**src/sv/bjq_pkg.sv**
```systemverilog
// Shared types, constants and helpers for the button and joystick qualifier.
package bjq_pkg;

  // Fixed field widths
  localparam int PORT_W   = 16;
  localparam int TICK_W   = 16;
  localparam int THR_W    = 32;
  localparam int NBTN     = 9;
  localparam int NPIN     = 5;
  localparam int VAL_W    = 8;
  localparam int CFG_AW   = 3;
  localparam int OUT_W    = 72;

  // Reset value of a calibrated maximum, truncated to the converter width
  localparam int AXIS_MAX_RESET = 4095;

  // Port pins that carry the five buttons
  localparam int PIN_BTN0 = 7;
  localparam int PIN_BTN1 = 9;
  localparam int PIN_BTN2 = 8;
  localparam int PIN_BTN3 = 0;
  localparam int PIN_BTN4 = 10;

  // Direction bits in the held mask
  localparam int DIR_RIGHT = 5;
  localparam int DIR_LEFT  = 6;
  localparam int DIR_UP    = 7;
  localparam int DIR_DOWN  = 8;

  // Axis value limits
  localparam logic signed [VAL_W-1:0] DIR_POS = 8'sd100;
  localparam logic signed [VAL_W-1:0] DIR_NEG = -8'sd100;
  localparam logic [VAL_W-2:0]        VAL_MAG_MAX = 7'd127;

  // Configuration register indexes
  typedef enum logic [CFG_AW-1:0] {
    REG_X_MIN    = 3'd0,
    REG_X_MAX    = 3'd1,
    REG_X_DZ     = 3'd2,
    REG_Y_MIN    = 3'd3,
    REG_Y_MAX    = 3'd4,
    REG_Y_DZ     = 3'd5,
    REG_HOLD_THR = 3'd6
  } cfg_reg_t;

  // Queue status seen by the producer and the consumer
  typedef struct packed {
    logic full;
    logic empty;
  } q_stat_t;

  // Map port pins to button bits 0 to 4
  function automatic logic [NPIN-1:0] btn_from_port(input logic [PORT_W-1:0] port);
    btn_from_port = {port[PIN_BTN4], port[PIN_BTN3], port[PIN_BTN2],
                     port[PIN_BTN1], port[PIN_BTN0]};
  endfunction

endpackage

```
**src/sv/bjq_queue.sv**
```systemverilog
// Small register queue between the front end and the back end.
module bjq_queue
  import bjq_pkg::*;
#(
  parameter int W     = 8,
  parameter int DEPTH = 2
) (
  input  logic         clk,
  input  logic         rst_n,
  input  logic         push,
  input  logic [W-1:0] push_data,
  input  logic         pop,
  output logic [W-1:0] pop_data,
  output q_stat_t      stat
);

  localparam int PW = $clog2(DEPTH);
  localparam int CW = $clog2(DEPTH + 1);

  logic [W-1:0]  mem_r [DEPTH];
  logic [PW-1:0] wr_ptr_r;
  logic [PW-1:0] rd_ptr_r;
  logic [CW-1:0] cnt_r;

  // Status and head word
  assign stat.full  = (cnt_r == CW'(DEPTH));
  assign stat.empty = (cnt_r == '0);
  assign pop_data   = mem_r[rd_ptr_r];

  // Store incoming words
  always_ff @(posedge clk) begin
    if (push) begin
      mem_r[wr_ptr_r] <= push_data;
    end
  end

  // Advance pointers and count
  always_ff @(posedge clk) begin
    if (!rst_n) begin
      wr_ptr_r <= '0;
      rd_ptr_r <= '0;
      cnt_r    <= '0;
    end else begin
      if (push) begin
        wr_ptr_r <= (wr_ptr_r == PW'(DEPTH - 1)) ? '0 : wr_ptr_r + 1'b1;
      end
      if (pop) begin
        rd_ptr_r <= (rd_ptr_r == PW'(DEPTH - 1)) ? '0 : rd_ptr_r + 1'b1;
      end
      if (push && !pop) begin
        cnt_r <= cnt_r + 1'b1;
      end else if (pop && !push) begin
        cnt_r <= cnt_r - 1'b1;
      end
    end
  end

endmodule

```
**src/sv/bjq_front.sv**
```systemverilog
// Front end: accepts input words, maps port pins to buttons, fills the queue.
module bjq_front
  import bjq_pkg::*;
#(
  parameter int ADC_BITS = 12
) (
  input  logic                                       in_tvalid,
  output logic                                       in_tready,
  input  logic [((PORT_W+2*ADC_BITS+TICK_W+7)/8)*8-1:0] in_tdata,
  input  logic [0:0]                                 in_tuser,
  input  q_stat_t                                    q_stat,
  output logic                                       push,
  output logic [NPIN+2*ADC_BITS+1+TICK_W-1:0]        push_data
);

  logic [PORT_W-1:0]   port;
  logic [ADC_BITS-1:0] raw_x;
  logic [ADC_BITS-1:0] raw_y;
  logic [TICK_W-1:0]   ticks;

  // Split the input word
  assign port  = in_tdata[PORT_W-1:0];
  assign raw_x = in_tdata[PORT_W +: ADC_BITS];
  assign raw_y = in_tdata[PORT_W+ADC_BITS +: ADC_BITS];
  assign ticks = in_tdata[PORT_W+2*ADC_BITS +: TICK_W];

  // Accept whenever the queue has room
  assign in_tready = !q_stat.full;
  assign push      = in_tvalid && !q_stat.full;

  // Pack the classified item: buttons lowest
  assign push_data = {ticks, in_tuser, raw_y, raw_x, btn_from_port(port)};

endmodule

```
**src/sv/bjq_axis.sv**
```systemverilog
// One joystick axis: clamp, deadzone and bit-serial scaling divide.
module bjq_axis
  import bjq_pkg::*;
#(
  parameter int ADC_BITS = 12
) (
  input  logic                    clk,
  input  logic                    rst_n,
  input  logic                    start,
  input  logic [ADC_BITS-1:0]     raw,
  input  logic [ADC_BITS-1:0]     lo,
  input  logic [ADC_BITS-1:0]     hi,
  input  logic [ADC_BITS-1:0]     dz,
  output logic                    done,
  output logic signed [VAL_W-1:0] value
);

  localparam int DW = ADC_BITS + 7;
  localparam int CW = $clog2(DW + 1);

  logic                swap;
  logic [ADC_BITS-1:0] l_v;
  logic [ADC_BITS-1:0] h_v;
  logic [ADC_BITS-1:0] c_v;
  logic [ADC_BITS-1:0] mid;
  logic [ADC_BITS-1:0] mag;
  logic [ADC_BITS-1:0] den;
  logic                above;
  logic                below;
  logic                dead;
  logic [DW-1:0]       mag_ext;
  logic [DW-1:0]       dividend;

  logic                run_r;
  logic                fin_r;
  logic                done_r;
  logic [CW-1:0]       cnt_r;
  logic [DW-1:0]       rem_r;
  logic [DW-1:0]       quo_r;
  logic [DW-1:0]       dvs_r;
  logic                neg_r;
  logic                zero_r;
  logic signed [VAL_W-1:0] value_r;

  logic [DW:0]         trial;
  logic                ge;
  logic [DW:0]         diff;
  logic [DW-1:0]       rem_nxt;
  logic [DW-1:0]       quo_nxt;
  logic [VAL_W-2:0]    mag_sat;
  logic signed [VAL_W-1:0] sval;
  logic signed [VAL_W-1:0] value_nxt;

  // Order the limits, clamp and find the midpoint
  always_comb begin
    swap     = (lo > hi);
    l_v      = swap ? hi : lo;
    h_v      = swap ? lo : hi;
    c_v      = (raw < l_v) ? l_v : ((raw > h_v) ? h_v : raw);
    mid      = l_v + ((h_v - l_v) >> 1);
    above    = (c_v > mid);
    below    = (c_v < mid);
    mag      = above ? (c_v - mid) : (mid - c_v);
    dead     = (above || below) && (mag < dz);
    den      = mid - l_v;
    mag_ext  = DW'(mag);
    dividend = (mag_ext << 7) - mag_ext;
  end

  // One restoring divide step
  always_comb begin
    trial   = {rem_r, quo_r[DW-1]};
    ge      = (trial >= {1'b0, dvs_r});
    diff    = trial - {1'b0, dvs_r};
    rem_nxt = ge ? diff[DW-1:0] : trial[DW-1:0];
    quo_nxt = {quo_r[DW-2:0], ge};
  end

  // Saturate, sign and zero the quotient
  always_comb begin
    mag_sat   = (quo_r > DW'(VAL_MAG_MAX)) ? VAL_MAG_MAX : quo_r[VAL_W-2:0];
    sval      = $signed({1'b0, mag_sat});
    value_nxt = zero_r ? '0 : (neg_r ? -sval : sval);
  end

  // Sequence load, divide steps and result
  always_ff @(posedge clk) begin
    if (!rst_n) begin
      run_r  <= 1'b0;
      fin_r  <= 1'b0;
      done_r <= 1'b0;
    end else begin
      done_r <= 1'b0;
      if (start) begin
        run_r <= 1'b1;
        fin_r <= 1'b0;
      end else if (run_r) begin
        if (cnt_r == CW'(1)) begin
          run_r <= 1'b0;
          fin_r <= 1'b1;
        end
      end else if (fin_r) begin
        fin_r  <= 1'b0;
        done_r <= 1'b1;
      end
    end
  end

  // Datapath registers
  always_ff @(posedge clk) begin
    if (start) begin
      cnt_r  <= CW'(DW);
      rem_r  <= '0;
      quo_r  <= dividend;
      dvs_r  <= DW'(den);
      neg_r  <= below ^ swap;
      zero_r <= dead || (den == '0);
    end else if (run_r) begin
      cnt_r <= cnt_r - 1'b1;
      rem_r <= rem_nxt;
      quo_r <= quo_nxt;
    end else if (fin_r) begin
      value_r <= value_nxt;
    end
  end

  assign done  = done_r;
  assign value = value_r;

endmodule

```
**src/sv/bjq_back.sv**
```systemverilog
// Back end: runs both axes, forms the masks, keeps hold timers, drives results.
module bjq_back
  import bjq_pkg::*;
#(
  parameter int ADC_BITS   = 12,
  parameter int TIMER_BITS = 32
) (
  input  logic                                clk,
  input  logic                                rst_n,
  input  q_stat_t                             q_stat,
  input  logic [NPIN+2*ADC_BITS+1+TICK_W-1:0] q_data,
  output logic                                q_pop,
  input  logic [ADC_BITS-1:0]                 x_min,
  input  logic [ADC_BITS-1:0]                 x_max,
  input  logic [ADC_BITS-1:0]                 x_dz,
  input  logic [ADC_BITS-1:0]                 y_min,
  input  logic [ADC_BITS-1:0]                 y_max,
  input  logic [ADC_BITS-1:0]                 y_dz,
  input  logic [THR_W-1:0]                    hold_thr,
  output logic                                out_tvalid,
  input  logic                                out_tready,
  output logic [OUT_W-1:0]                    out_tdata
);

  typedef enum logic [2:0] {
    ST_IDLE   = 3'b001,
    ST_CALC   = 3'b010,
    ST_COMMIT = 3'b100
  } back_state_t;

  back_state_t state_r, state_nxt;

  logic [NPIN-1:0]     q_btn;
  logic [ADC_BITS-1:0] q_raw_x;
  logic [ADC_BITS-1:0] q_raw_y;
  logic                q_valid;
  logic [TICK_W-1:0]   q_ticks;

  logic [NPIN-1:0]     it_btn_r;
  logic                it_valid_r;
  logic [TICK_W-1:0]   it_ticks_r;

  logic                x_done;
  logic                y_done;
  logic signed [VAL_W-1:0] x_val;
  logic signed [VAL_W-1:0] y_val;

  logic [NBTN-1:0]       now_held_r;
  logic [TIMER_BITS-1:0] timer_r   [NBTN];
  logic [TIMER_BITS-1:0] timer_nxt [NBTN];
  logic signed [VAL_W-1:0] x_reg_r, x_reg_nxt;
  logic signed [VAL_W-1:0] y_reg_r, y_reg_nxt;

  logic [NBTN-1:0]     held;
  logic [NBTN-1:0]     long_m;
  logic [TIMER_BITS:0] sum [NBTN];
  logic                commit;

  logic                out_tvalid_r;
  logic [OUT_W-1:0]    out_tdata_r;
  logic [OUT_W-1:0]    out_tdata_nxt;

  // Unpack the queue head
  assign q_btn   = q_data[NPIN-1:0];
  assign q_raw_x = q_data[NPIN +: ADC_BITS];
  assign q_raw_y = q_data[NPIN+ADC_BITS +: ADC_BITS];
  assign q_valid = q_data[NPIN+2*ADC_BITS];
  assign q_ticks = q_data[NPIN+2*ADC_BITS+1 +: TICK_W];

  assign q_pop  = (state_r == ST_IDLE) && !q_stat.empty;
  assign commit = (state_r == ST_COMMIT) && (!out_tvalid_r || out_tready);

  // Axis units start together and finish together
  bjq_axis #(.ADC_BITS(ADC_BITS)) u_axis_x (
    .clk   (clk),
    .rst_n (rst_n),
    .start (q_pop),
    .raw   (q_raw_x),
    .lo    (x_min),
    .hi    (x_max),
    .dz    (x_dz),
    .done  (x_done),
    .value (x_val)
  );

  bjq_axis #(.ADC_BITS(ADC_BITS)) u_axis_y (
    .clk   (clk),
    .rst_n (rst_n),
    .start (q_pop),
    .raw   (q_raw_y),
    .lo    (y_min),
    .hi    (y_max),
    .dz    (y_dz),
    .done  (y_done),
    .value (y_val)
  );

  // Sequence one item at a time
  always_comb begin
    state_nxt = state_r;
    case (state_r)
      ST_IDLE:   if (q_pop) state_nxt = ST_CALC;
      ST_CALC:   if (x_done && y_done) state_nxt = ST_COMMIT;
      ST_COMMIT: if (commit) state_nxt = ST_IDLE;
      default:   state_nxt = ST_IDLE;
    endcase
  end

  // Form held bits from buttons and axis directions
  always_comb begin
    held             = '0;
    held[NPIN-1:0]   = it_btn_r;
    held[DIR_RIGHT]  = it_valid_r && (x_val > DIR_POS);
    held[DIR_LEFT]   = it_valid_r && !(x_val > DIR_POS) && (x_val < DIR_NEG);
    held[DIR_UP]     = it_valid_r && (y_val < DIR_NEG);
    held[DIR_DOWN]   = it_valid_r && !(y_val < DIR_NEG) && (y_val > DIR_POS);
    x_reg_nxt        = it_valid_r ? x_val : x_reg_r;
    y_reg_nxt        = it_valid_r ? y_val : y_reg_r;
  end

  // Advance the hold timers with saturation and test the threshold
  always_comb begin
    for (int i = 0; i < NBTN; i++) begin
      sum[i] = {1'b0, timer_r[i]} + (TIMER_BITS + 1)'(it_ticks_r);
      if (held[i]) begin
        timer_nxt[i] = sum[i][TIMER_BITS] ? '1 : sum[i][TIMER_BITS-1:0];
      end else begin
        timer_nxt[i] = '0;
      end
      long_m[i] = held[i] && (THR_W'(timer_nxt[i]) >= hold_thr);
    end
  end

  // Pack the result word: held, pressed, released, long, x, y, ticks
  assign out_tdata_nxt = {4'b0, it_ticks_r, y_reg_nxt, x_reg_nxt, long_m,
                          now_held_r & ~held, held & ~now_held_r, held};

  // Hold item fields while the axes run
  always_ff @(posedge clk) begin
    if (q_pop) begin
      it_btn_r   <= q_btn;
      it_valid_r <= q_valid;
      it_ticks_r <= q_ticks;
    end
    if (commit) begin
      out_tdata_r <= out_tdata_nxt;
    end
  end

  // State, architectural registers and output valid
  always_ff @(posedge clk) begin
    if (!rst_n) begin
      state_r      <= ST_IDLE;
      out_tvalid_r <= 1'b0;
      now_held_r   <= '0;
      x_reg_r      <= '0;
      y_reg_r      <= '0;
      for (int i = 0; i < NBTN; i++) begin
        timer_r[i] <= '0;
      end
    end else begin
      state_r <= state_nxt;
      if (commit) begin
        out_tvalid_r <= 1'b1;
        now_held_r   <= held;
        x_reg_r      <= x_reg_nxt;
        y_reg_r      <= y_reg_nxt;
        for (int i = 0; i < NBTN; i++) begin
          timer_r[i] <= timer_nxt[i];
        end
      end else if (out_tready) begin
        out_tvalid_r <= 1'b0;
      end
    end
  end

  assign out_tvalid = out_tvalid_r;
  assign out_tdata  = out_tdata_r;

endmodule

```
**src/sv/button_joystick_qualifier_core.sv**
```systemverilog
// An accepted input passes through the queue, both axis units and the result register.
// The back end takes one item at a time and pops the next only once the last result is
// committed; the bit-serial scaling divider of each axis sets the pace, and both divide in parallel.
// A two-word queue lets inputs be taken while the back end works or the result waits.
// Reset (rst_n low, synchronous) clears held masks, hold timers, axis values, queue and
// output valid, and sets calibration to min 0, max 4095, deadzone 0, threshold 0.
module button_joystick_qualifier_core
  import bjq_pkg::*;
#(
  parameter int ADC_BITS   = 12,
  parameter int TIMER_BITS = 32
) (
  input  logic                                          clk,
  input  logic                                          rst_n,
  // Configuration write port
  input  logic                                          cfg_we,
  input  logic [CFG_AW-1:0]                             cfg_addr,
  input  logic [THR_W-1:0]                              cfg_wdata,
  // Input stream
  input  logic                                          in_tvalid,
  output logic                                          in_tready,
  // in_tdata: port_sample, raw_x, raw_y, elapsed_ticks, zero pad
  input  logic [((PORT_W+2*ADC_BITS+TICK_W+7)/8)*8-1:0] in_tdata,
  // in_tuser: axes_valid
  input  logic [0:0]                                    in_tuser,
  // Result stream
  output logic                                          out_tvalid,
  input  logic                                          out_tready,
  // out_tdata: held_mask, pressed_mask, released_mask, long_held_mask,
  //            x_value, y_value, frame_ticks, zero pad
  output logic [OUT_W-1:0]                              out_tdata
);

  localparam int ITEM_W = NPIN + 2 * ADC_BITS + 1 + TICK_W;

  logic [ADC_BITS-1:0] x_min_r, x_max_r, x_dz_r;
  logic [ADC_BITS-1:0] y_min_r, y_max_r, y_dz_r;
  logic [THR_W-1:0]    hold_thr_r;

  q_stat_t             q_stat;
  logic                q_push;
  logic                q_pop;
  logic [ITEM_W-1:0]   q_wdata;
  logic [ITEM_W-1:0]   q_rdata;

  // Write calibration and threshold registers
  always_ff @(posedge clk) begin
    if (!rst_n) begin
      x_min_r    <= '0;
      x_max_r    <= ADC_BITS'(AXIS_MAX_RESET);
      x_dz_r     <= '0;
      y_min_r    <= '0;
      y_max_r    <= ADC_BITS'(AXIS_MAX_RESET);
      y_dz_r     <= '0;
      hold_thr_r <= '0;
    end else if (cfg_we) begin
      case (cfg_addr)
        REG_X_MIN:    x_min_r    <= cfg_wdata[ADC_BITS-1:0];
        REG_X_MAX:    x_max_r    <= cfg_wdata[ADC_BITS-1:0];
        REG_X_DZ:     x_dz_r     <= cfg_wdata[ADC_BITS-1:0];
        REG_Y_MIN:    y_min_r    <= cfg_wdata[ADC_BITS-1:0];
        REG_Y_MAX:    y_max_r    <= cfg_wdata[ADC_BITS-1:0];
        REG_Y_DZ:     y_dz_r     <= cfg_wdata[ADC_BITS-1:0];
        REG_HOLD_THR: hold_thr_r <= cfg_wdata;
        default:      ;
      endcase
    end
  end

  bjq_front #(.ADC_BITS(ADC_BITS)) u_front (
    .in_tvalid (in_tvalid),
    .in_tready (in_tready),
    .in_tdata  (in_tdata),
    .in_tuser  (in_tuser),
    .q_stat    (q_stat),
    .push      (q_push),
    .push_data (q_wdata)
  );

  bjq_queue #(.W(ITEM_W), .DEPTH(2)) u_queue (
    .clk       (clk),
    .rst_n     (rst_n),
    .push      (q_push),
    .push_data (q_wdata),
    .pop       (q_pop),
    .pop_data  (q_rdata),
    .stat      (q_stat)
  );

  bjq_back #(.ADC_BITS(ADC_BITS), .TIMER_BITS(TIMER_BITS)) u_back (
    .clk        (clk),
    .rst_n      (rst_n),
    .q_stat     (q_stat),
    .q_data     (q_rdata),
    .q_pop      (q_pop),
    .x_min      (x_min_r),
    .x_max      (x_max_r),
    .x_dz       (x_dz_r),
    .y_min      (y_min_r),
    .y_max      (y_max_r),
    .y_dz       (y_dz_r),
    .hold_thr   (hold_thr_r),
    .out_tvalid (out_tvalid),
    .out_tready (out_tready),
    .out_tdata  (out_tdata)
  );

endmodule

```
**config.mk**
```make
export PLATFORM = sky130hd
export DESIGN_NAME = button_joystick_qualifier_core
export DESIGN_NICKNAME = d
export VERILOG_FILES = /design/src/sv/bjq_pkg.sv /design/src/sv/bjq_queue.sv /design/src/sv/bjq_front.sv /design/src/sv/bjq_axis.sv /design/src/sv/bjq_back.sv /design/src/sv/button_joystick_qualifier_core.sv
export SDC_FILE = /design/constraint.sdc
export NUM_CORES = 2
export LEC_CHECK = 0
export ABC_AREA = 1
export BUFFER_PORTS_ARGS = -buffer_cell sky130_fd_sc_hd__buf_2
export CAP_MARGIN = 20
export CORE_UTILIZATION = 50
export CTS_CLUSTER_SIZE = 40
export DETAILED_ROUTE_END_ITERATION = 16
export GPL_ROUTABILITY_DRIVEN = 1
export PLACE_DENSITY_LB_ADDON = 0.3
export REMOVE_ABC_BUFFERS = 1
export SKIP_LAST_GASP = 1
export SLEW_MARGIN = 40
export SYNTH_ARGS = -nofsm -noshare
export SYNTH_HDL_FRONTEND = slang
export SYNTH_SLANG_ARGS = --single-unit
export TNS_END_PERCENT = 30
```
**constraint.sdc**
```tcl
create_clock -name clk -period 43.8 [get_ports clk]
set_input_delay 8.76 -clock clk [delete_from_list [all_inputs] [get_ports clk]]
set_output_delay 8.76 -clock clk [all_outputs]
set_load 0.005 [all_outputs]
```
==> flow_summary.ini <==
[route]
drt-total-wl_um = 161000
drt_pass1_iterations = 5
vias = 50100
postRouteAntennaNets = 0
drc = 0
drt_iter0_drc = 4056
wire_per_inst_um = 17.9
avgViaCountPerCell = 5.58

[pwr]
p_leak_nw = 29.9
powerDensity_nw_per_um2 = 64.3
ir_worst_vdd_uv = 47.8

[floorplan]
core.rowCount = 123
core_um2 = 113000
die_h_um = 340
dieArea_um2 = 116000
start_util = 0.506
num_io_pins = 171
die_x_um = 340

[setup_path]
crit_required_ns = 44.31
cp.arrival_ns = 13.05
worstPathMaxFanout = 56
crit_end = u_back.timer_r[0][203]
end_kind = flop
startpoint_type = primary input
reg2reg_depth = 44
r2r-end = u_back.u_axis_y.quo_r[18]
rr_startpoint = y_max_r[10]
regToRegSetupSlack_ns = 34.91
critPathLaunch = rst_n
critPathKind = primary input to flop

[sta]
drv_slew = 0
finalHoldViolCount = 0
fin_tns_setup_ns = 0
fin_crit_ns = 12.54
rsz0062_at_grt = false
max_freq_mhz = 79.8
tightest_slew_ns = 0.928
period_share = 0.286
finalSetupViolCount = 0
finalClockSkew_ns = 0.0417
slew_headroom = 0.381

[logic_synthesis]
synth_most_common_cell = nand2_1
yosysSeqAreaShare = 0.357
synth.distinct_cells = 76
synth.area.top_cells = edfxtp_1, ha_1, nand2_1, inv_1, dfxtp_1
yosys-top-cells-count = nand2_1, inv_1, a21oi_1, ha_1, edfxtp_1
synth_top_cell_by_area = edfxtp_1
synth_cells = 7254
syn_avg_cell_area_um2 = 7.88
synth_warnings = 0
yosysTopAreaCellShare = 0.290
syn_area_um2 = 57100
synth_enable_flop_cells = 552
ys.flop_type = edfxtp_1
ys_ff_latch = 744
synth-async-reset-ratio = 0

[global_routing]
grtUsageTotal = 0.275
grt_max_degree = 104
grt-ovfl-total = 0
antenna_found_initial = 7
grt_pass1_vias = 47700
grt_pass1_wl_um = 253000

[clocking]
cts_buffers = 88
htreeDepth = 3
tritoncts = done
clock_latency_ns = 0.70
cts_root_buf = clkbuf_16
post_cts_buffers = 0
cts.clk_slew.worst_paths_ns = 0.06
cts_hold_buf = 0
post_cts_resized = 0
cts_sinks = 744
cts.path.max_buffers = 3

[placement]
dpl_cell_area_um2 = 59700
io_buffers = 155
dp_hpwl_um = 116000
gp_congestion = 0.945

[run]
timing.max_cap.violations = 0

[finish]
fin_area_um2 = 62800
syn_to_final_growth_pct = 9.85
post_route_cells_drive_above_1_share = 0.0858
final_net_count = 8160

[worst_hold_path]
holdCritPathClass = flop to flop

[status]
status = complete, no violations
==> layout make-up <==
class,count,area [um2]
sequential,744,20400
tap,1500,1880
clock buffer,109,2350
antenna,3,7.51
timing repair buffer,220,1340
clock inverter,55,732
fill,10400,50200
multi-input combinational,5188,31700
inverter,1153,4340
==> power breakdown <==
part / internal, mW / switching, mW
registers: 0.893 / 0.0622
clock network: 0.463 / 0.321
logic: 0.791 / 1.50
==> registers in the layout, summed over array words and instances (netlist names), 16 cells and up, named ones only <==
name                   count
u_back.u_axis_y.rem_r     19
u_back.it_ticks_r         16
u_back.u_axis_y.quo_r     19
u_back.u_axis_x.quo_r     19
u_queue.mem_r             92
u_back.timer_r           288
hold_thr_r                32
u_back.u_axis_x.rem_r     19
u_back.out_tdata          68
==> worst max-delay path, stage by stage <==
cell and delay (ns):
buf_4 0.50, clkinv_1 0.72, nor2_4 0.70, inv_2 0.10, buf_4 0.35, nor2_2 0.62, clkinv_1 0.82, a21oi_1 0.38
==> per-layer routing <==
layer,vias to the layer above,global-route usage,part of all wire
met3,293,0.0431,0.080
met4,2,0.108,0.040
li1,24800,-,-
met2,1564,0.434,0.43
met1,23400,0.376,0.45
met5,-,0,0.000062
==> how the worst min path moves through the flow <==
stage / from / end / slack [ns] / cells after the start
2_1_floorplan: u_queue.rd_ptr_r / flop / 0.43 / 1
3_3_place_gp: u_queue.rd_ptr_r / flop / 0.43 / 1
3_5_place_dp: u_queue.rd_ptr_r / flop / 0.45 / 1
4_1_cts: u_queue.rd_ptr_r / flop / 0.46 / 1
5_1_grt: x_dz_r[8] / x_dz_r[8] / 0.48 / 2
6_report: hold_thr_r[22] / hold_thr_r[22] / 0.46 / 2
==> layout by cell type, fill, tap and decap left out, drive strengths merged, types with 44 or more instances in the layout <==
cell	count
a21oi	771
buf	220
clkbuf	109
clkinv	50
dfxtp	192
edfxtp	552
ha	649
inv	1138
mux2	44
nand2	1522
nand3	348
nand4	110
nor2	468
nor3	115
o211ai	66
o21ai	462
or2	52
xnor2	106
xor2	178
==> metrics by stage <==
stage | setup slack [ns] | std cells | utilization | power, mW | hold WS [ns]
2_1_floorplan | 24.47 | 7085 | - | 2.66 | 0.425
3_3_place_gp | 29.89 | 8800 | 0.527 | 3.16 | 0.427
3_5_place_dp | 30.71 | 8805 | 0.528 | 3.22 | 0.449
4_1_cts | 31.44 | 8969 | 0.555 | 4.02 | 0.457
5_1_grt | 31.11 | 8969 | 0.556 | 4.37 | 0.480
6_report | 31.26 | 8972 | 0.556 | 4.04 | 0.455
==> cell families (layout without fill, tap and decap cells) <==
group	Yosys count	after routing	share of synthesized area
AO/OA/AOI/OAI	1508	1508	0.148
XOR/XNOR	284	284	0.0435
AND/OR/NAND/NOR	2678	2678	0.204
multiplexers	46	46	0.00902
other	1	7	0.0000656
buffers and inverters	1325	1537	0.0897
flip-flops	744	744	0.357
adder cells (fa/ha/maj)	668	668	0.149
No activity file was read; power rests on OpenSTA's default activity.
